[src/hdl/wpet_pkg.sv]
// ----------------------------------------------------------------------------
// wpet_pkg
// Shared types and constants for the window peak exposure tracker.
// ----------------------------------------------------------------------------
package wpet_pkg;

   localparam int NUM_CH     = 3;
   localparam int LEVEL_W    = 16;   // Q8.8 pixel channel
   localparam int SMOOTH_W   = 24;   // Q8.16 adapted peak
   localparam int CFG_DIM_W  = 13;
   localparam int HALF_W     = 8;
   localparam int RATE_W     = 16;   // Q0.16
   localparam int CSR_DATA_W = 16;
   localparam int CSR_IDX_W  = 3;

   // peak << 8 minus adapted peak, signed
   localparam int DIFF_W     = SMOOTH_W + 1;
   localparam int PROD_W     = DIFF_W + RATE_W + 1;
   localparam int DELTA_W    = PROD_W - RATE_W;
   localparam int SUM_W      = SMOOTH_W + 3;

   typedef logic [LEVEL_W-1:0]   level_type;
   typedef logic [SMOOTH_W-1:0]  smooth_type;
   typedef logic [CFG_DIM_W-1:0] dim_cfg_type;

   typedef enum logic [CSR_IDX_W-1:0] {
      CSR_IMAGE_WIDTH     = 3'd0,
      CSR_IMAGE_HEIGHT    = 3'd1,
      CSR_WINDOW_CENTER_U = 3'd2,
      CSR_WINDOW_CENTER_V = 3'd3,
      CSR_WINDOW_HALF     = 3'd4,
      CSR_SMOOTHING_RATE  = 3'd5,
      CSR_TRACKING_ENABLE = 3'd6
   } csr_index_type;

   localparam dim_cfg_type        RST_IMAGE_WIDTH  = 13'd1024;
   localparam dim_cfg_type        RST_IMAGE_HEIGHT = 13'd768;
   localparam dim_cfg_type        RST_CENTER_U     = 13'd512;
   localparam dim_cfg_type        RST_CENTER_V     = 13'd384;
   localparam logic [HALF_W-1:0]  RST_HALF_SIZE    = 8'd25;
   localparam logic [RATE_W-1:0]  RST_RATE         = 16'd655;   // ~0.01 in Q0.16

   localparam smooth_type SMOOTH_MAX = {SMOOTH_W{1'b1}};

endpackage

[src/hdl/window_peak_exposure_tracker_core.sv]
// ----------------------------------------------------------------------------
// window_peak_exposure_tracker_core
// Region-maximum auto exposure: per-channel window peak with IIR smoothing.
// ----------------------------------------------------------------------------
// Takes one RGB pixel per clock. Pixels inside the clipped square window
// update per-channel running maxima in the same cycle they are accepted, so
// the steady rate is one pixel per cycle. The last pixel of a frame (with
// tracking enabled) launches the peak adaptation: the three 25x17 signed
// multiplies are registered, then the add and saturate go into the result
// register, which happens as soon as that register is free. While an
// adaptation is still in flight, only a pixel that would end a tracked frame
// is stalled; other pixels keep flowing. There is no start-up clearing pass.
module window_peak_exposure_tracker_core
   import wpet_pkg::*;
#(
   parameter int MAX_DIM = 4096
) (
   input  logic                  clock,
   input  logic                  reset,

   input  logic                  csr_write_enable,
   input  logic [CSR_IDX_W-1:0]  csr_index,
   input  logic [CSR_DATA_W-1:0] csr_write_data,

   input  logic                  req_valid,
   output logic                  req_stall,
   input  level_type             req_red_level,
   input  level_type             req_green_level,
   input  level_type             req_blue_level,
   input  logic                  req_first_of_frame,

   output logic                  rsp_valid,
   input  logic                  rsp_stall,
   output smooth_type            rsp_smooth_red,
   output smooth_type            rsp_smooth_green,
   output smooth_type            rsp_smooth_blue,
   output level_type             rsp_frame_peak_red,
   output level_type             rsp_frame_peak_green,
   output level_type             rsp_frame_peak_blue
);

   localparam int CNT_W = $clog2(MAX_DIM);
   localparam int DIM_W = (CNT_W + 1 > CFG_DIM_W) ? CNT_W + 1 : CFG_DIM_W;

   // configuration
   dim_cfg_type        width_cfg_ff, height_cfg_ff, center_u_ff, center_v_ff;
   logic [HALF_W-1:0]  half_ff;
   logic [RATE_W-1:0]  rate_ff;
   logic               track_en_ff;

   // frame state
   logic [CNT_W-1:0]   col_ff, row_ff;
   level_type          peak_ff [NUM_CH];
   smooth_type         adapted_ff [NUM_CH];

   // adaptation pipeline
   logic               mul_go_ff;
   level_type          fin_peak_ff [NUM_CH];
   logic               prod_vld_ff;
   logic signed [PROD_W-1:0] prod_ff [NUM_CH];

   // result register
   logic               rsp_valid_ff;
   smooth_type         rsp_smooth_ff [NUM_CH];
   level_type          rsp_peak_ff [NUM_CH];

   // ---------------------------------------------------------------------
   // Pixel path
   // ---------------------------------------------------------------------
   logic [DIM_W-1:0]   w_eff, h_eff, col_cur, row_cur, cu, cv, du, dv;
   level_type          px [NUM_CH];
   level_type          peak_cur [NUM_CH];
   level_type          peak_in [NUM_CH];
   logic               in_window, row_end, frame_end, req_take, end_tracked;

   always_comb begin
      if (width_cfg_ff == '0)
         w_eff = DIM_W'(1);
      else if (DIM_W'(width_cfg_ff) > DIM_W'(MAX_DIM))
         w_eff = DIM_W'(MAX_DIM);
      else
         w_eff = DIM_W'(width_cfg_ff);

      if (height_cfg_ff == '0)
         h_eff = DIM_W'(1);
      else if (DIM_W'(height_cfg_ff) > DIM_W'(MAX_DIM))
         h_eff = DIM_W'(MAX_DIM);
      else
         h_eff = DIM_W'(height_cfg_ff);

      col_cur = req_first_of_frame ? '0 : DIM_W'(col_ff);
      row_cur = req_first_of_frame ? '0 : DIM_W'(row_ff);
      cu      = DIM_W'(center_u_ff);
      cv      = DIM_W'(center_v_ff);
      du      = (col_cur >= cu) ? col_cur - cu : cu - col_cur;
      dv      = (row_cur >= cv) ? row_cur - cv : cv - row_cur;

      in_window = (col_cur < w_eff) && (row_cur < h_eff) &&
                  (du <= DIM_W'(half_ff)) && (dv <= DIM_W'(half_ff));

      px[0] = req_red_level;
      px[1] = req_green_level;
      px[2] = req_blue_level;
      for (int c = 0; c < NUM_CH; c++) begin
         peak_cur[c] = req_first_of_frame ? '0 : peak_ff[c];
         peak_in[c]  = (in_window && px[c] > peak_cur[c]) ? px[c] : peak_cur[c];
      end

      row_end     = (col_cur + DIM_W'(1)) >= w_eff;
      frame_end   = row_end && ((row_cur + DIM_W'(1)) >= h_eff);
      end_tracked = frame_end && track_en_ff;
   end

   // a tracked frame-ending pixel waits until the previous adaptation has landed
   assign req_stall = (mul_go_ff || prod_vld_ff) && end_tracked;
   assign req_take  = req_valid && !req_stall;

   // ---------------------------------------------------------------------
   // Adaptation: multiply, then add/saturate into the result register
   // ---------------------------------------------------------------------
   logic signed [DIFF_W-1:0]  diff [NUM_CH];
   logic signed [PROD_W-1:0]  prod_in [NUM_CH];
   logic signed [DELTA_W-1:0] delta [NUM_CH];
   logic signed [SUM_W-1:0]   sum [NUM_CH];
   smooth_type                adapt_in [NUM_CH];
   logic signed [RATE_W:0]    rate_s;
   logic                      rsp_free, rsp_load;

   always_comb begin
      rate_s = $signed({1'b0, rate_ff});
      for (int c = 0; c < NUM_CH; c++) begin
         diff[c]    = $signed({1'b0, fin_peak_ff[c], 8'h00}) -
                      $signed({1'b0, adapted_ff[c]});
         prod_in[c] = diff[c] * rate_s;
         // arithmetic shift floors negative steps
         delta[c]   = DELTA_W'(prod_ff[c] >>> RATE_W);
         sum[c]     = $signed({3'b000, adapted_ff[c]}) + SUM_W'(delta[c]);
         if (sum[c] < 0)
            adapt_in[c] = '0;
         else if (sum[c] > $signed({3'b000, SMOOTH_MAX}))
            adapt_in[c] = SMOOTH_MAX;
         else
            adapt_in[c] = sum[c][SMOOTH_W-1:0];
      end
   end

   assign rsp_free = !rsp_valid_ff || !rsp_stall;
   assign rsp_load = prod_vld_ff && rsp_free;

   // ---------------------------------------------------------------------
   // Registers
   // ---------------------------------------------------------------------
   always_ff @(posedge clock) begin
      if (reset) begin
         width_cfg_ff  <= RST_IMAGE_WIDTH;
         height_cfg_ff <= RST_IMAGE_HEIGHT;
         center_u_ff   <= RST_CENTER_U;
         center_v_ff   <= RST_CENTER_V;
         half_ff       <= RST_HALF_SIZE;
         rate_ff       <= RST_RATE;
         track_en_ff   <= 1'b1;
      end else if (csr_write_enable) begin
         case (csr_index)
            CSR_IMAGE_WIDTH:     width_cfg_ff  <= csr_write_data[CFG_DIM_W-1:0];
            CSR_IMAGE_HEIGHT:    height_cfg_ff <= csr_write_data[CFG_DIM_W-1:0];
            CSR_WINDOW_CENTER_U: center_u_ff   <= csr_write_data[CFG_DIM_W-1:0];
            CSR_WINDOW_CENTER_V: center_v_ff   <= csr_write_data[CFG_DIM_W-1:0];
            CSR_WINDOW_HALF:     half_ff       <= csr_write_data[HALF_W-1:0];
            CSR_SMOOTHING_RATE:  rate_ff       <= csr_write_data[RATE_W-1:0];
            CSR_TRACKING_ENABLE: track_en_ff   <= csr_write_data[0];
            default: ;
         endcase
      end
   end

   always_ff @(posedge clock) begin
      if (reset) begin
         col_ff    <= '0;
         row_ff    <= '0;
         mul_go_ff <= 1'b0;
         for (int c = 0; c < NUM_CH; c++)
            peak_ff[c] <= '0;
      end else begin
         mul_go_ff <= req_take && end_tracked;
         if (req_take) begin
            if (!row_end) begin
               col_ff <= CNT_W'(col_cur + DIM_W'(1));
               row_ff <= CNT_W'(row_cur);
            end else if (!frame_end) begin
               col_ff <= '0;
               row_ff <= CNT_W'(row_cur + DIM_W'(1));
            end else begin
               col_ff <= '0;
               row_ff <= '0;
            end
            for (int c = 0; c < NUM_CH; c++)
               peak_ff[c] <= frame_end ? '0 : peak_in[c];
         end
      end
   end

   always_ff @(posedge clock) begin
      if (req_take && end_tracked) begin
         for (int c = 0; c < NUM_CH; c++)
            fin_peak_ff[c] <= peak_in[c];
      end
      if (mul_go_ff) begin
         for (int c = 0; c < NUM_CH; c++)
            prod_ff[c] <= prod_in[c];
      end
   end

   always_ff @(posedge clock) begin
      if (reset) begin
         prod_vld_ff  <= 1'b0;
         rsp_valid_ff <= 1'b0;
         for (int c = 0; c < NUM_CH; c++)
            adapted_ff[c] <= '0;
      end else begin
         if (mul_go_ff)
            prod_vld_ff <= 1'b1;
         else if (rsp_load)
            prod_vld_ff <= 1'b0;

         if (rsp_load) begin
            rsp_valid_ff <= 1'b1;
            for (int c = 0; c < NUM_CH; c++)
               adapted_ff[c] <= adapt_in[c];
         end else if (!rsp_stall) begin
            rsp_valid_ff <= 1'b0;
         end
      end
   end

   always_ff @(posedge clock) begin
      if (rsp_load) begin
         for (int c = 0; c < NUM_CH; c++) begin
            rsp_smooth_ff[c] <= adapt_in[c];
            rsp_peak_ff[c]   <= fin_peak_ff[c];
         end
      end
   end

   assign rsp_valid            = rsp_valid_ff;
   assign rsp_smooth_red       = rsp_smooth_ff[0];
   assign rsp_smooth_green     = rsp_smooth_ff[1];
   assign rsp_smooth_blue      = rsp_smooth_ff[2];
   assign rsp_frame_peak_red   = rsp_peak_ff[0];
   assign rsp_frame_peak_green = rsp_peak_ff[1];
   assign rsp_frame_peak_blue  = rsp_peak_ff[2];

endmodule
[config.mk]
export PLATFORM = sky130hd
export DESIGN_NAME = window_peak_exposure_tracker_core
export DESIGN_NICKNAME = d
export VERILOG_FILES = /design/src/hdl/wpet_pkg.sv /design/src/hdl/window_peak_exposure_tracker_core.sv
export SDC_FILE = /design/constraint.sdc
export NUM_CORES = 2
export LEC_CHECK = 0
export BUFFER_PORTS_ARGS = -buffer_cell sky130_fd_sc_hd__buf_2
export CAP_MARGIN = 20
export CORE_MARGIN = 2
export CORE_UTILIZATION = 55
export CTS_BUF_LIST = sky130_fd_sc_hd__clkbuf_8
export DETAILED_ROUTE_END_ITERATION = 8
export HOLD_SLACK_MARGIN = 0.05
export PLACE_DENSITY = 0.72
export SKIP_LAST_GASP = 1
export SYNTH_ARGS = -nofsm -noshare
export SYNTH_HDL_FRONTEND = slang
export SYNTH_SLANG_ARGS = --single-unit
[constraint.sdc]
create_clock -name clock -period 24.7 [get_ports clock]
set_clock_uncertainty 0.05 [all_clocks]
set_input_delay 1.235 -clock clock [delete_from_list [all_inputs] [get_ports clock]]
set_output_delay 1.235 -clock clock [all_outputs]
set_load 0.1 [all_outputs]
# Yosys cells after proc, flatten, opt, wreduce, memory -nomap -nowiden

Memories as Yosys holds them, arrays and structs flattened.
Cells that the tools add are included.
W data, S select, Z words.

Add/sub/neg operators: 12
$mul: 3
Magnitude comparators: 19
Equal/unequal tests: 7
Mux-type cells: 49
Bitwise gates (word level): 6
Reduce and logical (&&, ||, !) cells: 28

Operator list:

| operator                | count |
|---|---|
| $mux W24                | 9 |
| $mux W16                | 12 |
| $mul A25 B17 Y42        | 3 |
| $add A25 B26 Y27        | 3 |
| $gt A27 B25 Y1 const B  | 3 |
| $lt A27 B1 Y1 const B   | 3 |
| $mux W13                | 6 |
| $sub A24 B24 Y25        | 3 |
| $mux W12                | 5 |
| $gt A16 B16 Y1          | 3 |
| $add A12 B1 Y13 const B | 2 |
| $ge A12 B13 Y1          | 2 |
| $ge A13 B13 Y1          | 2 |
| $gt A13 B13 Y1 const B  | 2 |
| $le A13 B8 Y1           | 2 |
| $logic_not A13 Y1       | 2 |
| $lt A12 B13 Y1          | 2 |
| $sub A12 B13 Y13        | 2 |
| $sub A13 B12 Y13        | 2 |
| $mux W1                 | 17 |
| $reduce_and A2 Y1       | 7 |
| $logic_and A1 B1 Y1     | 12 |
| $eq A3 B3 Y1 const B    | 3 |
| $eq A3 B2 Y1 const B    | 2 |
| 7 further kinds         | 15 |

Bits in registers: 104
Bits in writable memories: 414
Input port bits: 73
Output and inout port bits: 122
Logic and storage cells: 142
Memories: 6

Memories:

| name          | words | bits a word | rd ports | clocked after memory_dff | write ports | line                                    | RTL |
|---|---|---|---|---|---|---|---|
| prod_ff       | 3     | 42          | 3        | 0                        | 3           | window_peak_exposure_tracker_core.sv:60 | `logic signed [PROD_W-1:0] prod_ff [NUM_CH];` |
| adapted_ff    | 3     | 24          | 3        | 0                        | 3           | window_peak_exposure_tracker_core.sv:54 | `smooth_type adapted_ff [NUM_CH];` |
| rsp_smooth_ff | 3     | 24          | 3        | 0                        | 3           | window_peak_exposure_tracker_core.sv:64 | `smooth_type rsp_smooth_ff [NUM_CH];` |
| fin_peak_ff   | 3     | 16          | 3        | 0                        | 3           | window_peak_exposure_tracker_core.sv:58 | `level_type fin_peak_ff [NUM_CH];` |
| peak_ff       | 3     | 16          | 3        | 0                        | 3           | window_peak_exposure_tracker_core.sv:53 | `level_type peak_ff [NUM_CH];` |
| rsp_peak_ff   | 3     | 16          | 3        | 0                        | 3           | window_peak_exposure_tracker_core.sv:65 | `level_type rsp_peak_ff [NUM_CH];` |

# Depth between registers and ports, before layout

Depth in word-level cells: 13
Depth in mapped cells: 37
Mapped depth without buffers: 34

# Least setup slack after synthesis

Ideal clock, no wire load.

Kind: input -> register
Start point: input port req_first_of_frame
End point: memory fin_peak_ff[0][0] in the netlist's numbering (enable)
Library setup time: 0.590 ns
Data arrival time: 9.209 ns
Data required time: 24.060 ns
Slack: 14.851 ns
Stages: 20
Buffers on the path: 4
Cell sequence: clkbuf_1 -> buf_2 -> clkbuf_1 -> nand2b_1 -> inv_1 -> ha_1 -> nand3_1 -> nor2_1 -> and3_1 -> and3_1 -> xnor2_1 -> ha_1 -> nand4_1 -> nor4_1 -> or4_1 -> o22ai_1 -> clkbuf_1 -> nor2_1 -> nand2_1 -> nor4b_1

RTL lines:

| item            | line                                    | RTL |
|---|---|---|
| start, declared | window_peak_exposure_tracker_core.sv:30 | `input logic req_first_of_frame,` |
| end, declared   | window_peak_exposure_tracker_core.sv:58 |  |

==> results.toml <==
[sta]
setup_viol = 0
clock.fmax_ghz = 0.100
timing.setup.tns_ns = 0
maxSlewHeadroom_pct = 23.2
post-route-min-period_ns = 9.98
min_period_over_period_pct = 40.4
timing.hold.ws_ns = 0.404
grt_setup_unrepaired = "false"
finalHoldViolCount = 0
final-max-slew-violation-count = 0
tightest_slew_ns = 1.15

[layout]
multiInputGateArea_um2 = 51000
num-nets-final = 9593
area_growth_pct = 6.67
fillCellCount = 11000
ff_latch_area_um2 = 13100
final_layout_size_suffix_gt1_share_pct = 6.59

[clocking]
clock_tree_from_tritoncts = "done"
postCtsSetupBuffers = 0
numCtsBuffers = 88
ctsRootBufferMaster = "sky130_fd_sc_hd__clkbuf_8"
max-clock-path-buffers = 3
cts.htree.levels = 3
cts.sinks = 470
cts-resized-gates = 0
cts.reportedPaths.clkPinSlew_ns = 0.06
cts_hold_buffers = 0
insertion_delay_ns = 0.81

[flow_run]
timing.max_cap.violations = 0

[yosys]
synthFlopType = "sky130_fd_sc_hd__edfxtp_1"
mappedNetlistNets = 9520
post_synthesis_sequential_area_ratio_pct = 18.4
yosysWarningCount = 0
synth_async_reset_ratio_pct = 0
synth.lib_cells_used.distinct = 86
synth_cells = 7683
synthesis.area_per_instance_um2 = 9.23
synth-seq-cells = 470
synth_enable_flop_cells = 366
post_synthesis_instance_area_um2 = 70900

[detailed_routing]
detail_route.drc_violations = 0
vias = 53200
drtAntennaViolNets = 0
routed_wire_length_per_instance_um = 19.4
routed_wirelength_mm = 185
detail_route.first_pass.iterations = 6
via_per_inst = 5.60
first_iter_violations = 3924

[worst_setup_path]
worst-path-max-fanout = 20
critical_path.slowest_cell = "sky130_fd_sc_hd__nor3b_1"
timing.setup.critical_path_class = "flip-flop to flip-flop"
timing.critical_path.required_ns = 25.15
setup.reg_to_reg.worst_slack_ns = 14.72
cp_data_arrival_time_ns = 10.43
worst_setup_start_kind = "flip-flop"
critical_path.endpoint_type = "flip-flop"
worst_path_largest_cell_delay_ns = 0.70
cp_num_buf_inv = 6
timing.critical_path.max_delay_family = "adder cells"
crit_top_cell = "sky130_fd_sc_hd__fa_1"

[floorplanning]
die_w_um = 363
starting_density_of_the_core_pct = 55.5
floorplan.io_pins = 195
core.rowCount = 131
height_of_the_chip_um = 363
fp.dieArea_um2 = 132000
core_um2 = 128000

[global_routing]
wire_length_of_the_first_global_routing_pass_mm = 300
grt_antenna_before_repair = 17
global_route.usage.total_pct = 28.9
grt_pass1_vias = 56100
pin_count_of_the_biggest_net_entering_global_routing = 94
gr-total-overflow = 0

[pwr]
vdd_drop_max_v = 0.000128
power_per_cell_area_nw_per_um2 = 95.1
leakage_power_nw = 37.1

[run_status]
outcome = "finished, final reports clean"

[placement]
buffer_ports.inserted = 194
dp_hpwl_mm = 138
routabilityCongestion = 0.908

[min_path]
worstHoldPathType = "flip-flop to flip-flop"
state kept, by name, summed over array words and instances, names as in the netlist:
register       count
track_en_ff        1
adapted_ff        72
height_cfg_ff     13
row_ff            12
width_cfg_ff      13
rsp_peak_ff       48
prod_ff           78
col_ff            12
rate_ff           16
peak_ff           48
mul_go_ff          1
fin_peak_ff       48
rsp_valid          1
rsp_smooth_ff     72
half_ff            8
prod_vld_ff        1
center_u_ff       13
center_v_ff       13
metrics by stage:
step | setup slack [ns] | total power [mW] | utilization [%] | cell area [um^2] | instances
2_1_floorplan | 14.85 | 5.18 | - | 70900 | 7683
3_3_place_gp | 15.07 | 6.22 | 57.7 | 73700 | 9322
3_5_place_dp | 14.77 | 6.37 | 57.7 | 73700 | 9322
4_1_cts | 14.75 | 7.20 | 59.1 | 75500 | 9486
5_1_grt | 13.99 | 7.98 | 59.2 | 75600 | 9501
6_report | 14.72 | 7.19 | 59.2 | 75700 | 9502
area by class of cell:
cell class | count | share of cell area (%)
clock inverters | 65 | 0.582
well taps | 1662 | 2.75
inverters | 1547 | 7.68
diodes | 10 | 0.0331
repair buffers | 302 | 2.48
flip-flops and latches | 470 | 17.3
multi-input cells | 5347 | 67.4
clock buffers | 99 | 1.80
cell usage after synthesis (15+ instances only):
master / count / area (um^2)
sky130_fd_sc_hd__o21bai_1: 23 / 173
sky130_fd_sc_hd__a31oi_1: 24 / 150
sky130_fd_sc_hd__dfxtp_1: 104 / 2080
sky130_fd_sc_hd__nand4_1: 32 / 200
sky130_fd_sc_hd__nor2b_1: 61 / 382
sky130_fd_sc_hd__mux2i_1: 16 / 160
sky130_fd_sc_hd__o211ai_1: 24 / 180
sky130_fd_sc_hd__inv_1: 1546 / 5800
sky130_fd_sc_hd__nor3_1: 40 / 200
sky130_fd_sc_hd__fa_1: 1174 / 23500
sky130_fd_sc_hd__a21oi_1: 327 / 1640
sky130_fd_sc_hd__or3_1: 22 / 138
sky130_fd_sc_hd__buf_2: 20 / 100
sky130_fd_sc_hd__a211o_1: 15 / 131
sky130_fd_sc_hd__clkbuf_1: 289 / 1080
sky130_fd_sc_hd__nand2b_1: 99 / 619
sky130_fd_sc_hd__o22ai_1: 16 / 100
sky130_fd_sc_hd__xnor2_1: 164 / 1440
sky130_fd_sc_hd__o21a_1: 78 / 586
sky130_fd_sc_hd__and3_1: 40 / 250
sky130_fd_sc_hd__nand3_1: 123 / 616
sky130_fd_sc_hd__nor2_1: 302 / 1130
sky130_fd_sc_hd__ha_1: 590 / 7380
sky130_fd_sc_hd__a211oi_1: 29 / 218
sky130_fd_sc_hd__a21boi_0: 19 / 143
sky130_fd_sc_hd__xor2_1: 73 / 639
sky130_fd_sc_hd__a21o_1: 157 / 1180
sky130_fd_sc_hd__edfxtp_1: 366 / 11000
sky130_fd_sc_hd__and2_1: 521 / 3260
sky130_fd_sc_hd__a22o_1: 23 / 201
sky130_fd_sc_hd__o21ai_0: 127 / 636
sky130_fd_sc_hd__nand2_1: 1043 / 3920
cell families (layout without fill, tap and decap cells):
kind of cell / count (synthesis) / in the layout / share of synthesized area, %
simple gates: 2336 / 2336 / 15.7
buf+inv: 1866 / 2013 / 9.96
fa+ha+maj: 1764 / 1764 / 43.5
compound gates: 988 / 988 / 9.15
flops: 470 / 470 / 18.4
xor+xnor: 237 / 237 / 2.93
mux: 22 / 22 / 0.321
other cells: 0 / 10 / 0
metal layers:
metal,vias up,GRT usage [%],wire (um)
met5,-,0,0
met2,1819,48.2,88200
li1,24200,-,-
met3,390,4.60,13500
met1,26800,38.1,76200
met4,0,10.8,6840
worst min-delay path: stages (launching register included):
cell	delay, ns
sky130_fd_sc_hd__dfxtp_2	0.32
sky130_fd_sc_hd__nand2_1	0.05
sky130_fd_sc_hd__a21oi_1	0.05
path summary, 6_finish.rpt:
| check | startpoint | to | depth (start not counted) |
|---|---|---|---|
| worst max register to register | adapted_ff[0][0] | prod_ff[0][41] | 34 |
| worst max-delay path | adapted_ff[0][0] | prod_ff[0][41] | 34 |
| worst min-delay path | rate_ff[14] | rate_ff[14] | 2 |
| worst min register to register | rate_ff[14] | rate_ff[14] | 2 |
cells in the final DEF (no fill, tap or decap), types with 152 or more instances in the layout:
master and count:
sky130_fd_sc_hd__inv_1 1573, sky130_fd_sc_hd__fa_1 1174, sky130_fd_sc_hd__nand2_1 1043, sky130_fd_sc_hd__ha_1 590
sky130_fd_sc_hd__and2_1 520, sky130_fd_sc_hd__edfxtp_1 366, sky130_fd_sc_hd__a21oi_1 325, sky130_fd_sc_hd__nor2_1 301
sky130_fd_sc_hd__buf_2 194, sky130_fd_sc_hd__a21o_1 157, sky130_fd_sc_hd__xnor2_1 152
power breakdown:
| group | leakage (nW) | internal (mW) | switching, mW |
|---|---|---|---|
| Combinational | 31.7 | 2.24 | 3.00 |
| Sequential | 4.36 | 1.14 | 0.0121 |
| Clock | 1.02 | 0.416 | 0.385 |
Note: power is estimated with default switching activity, not from simulation.
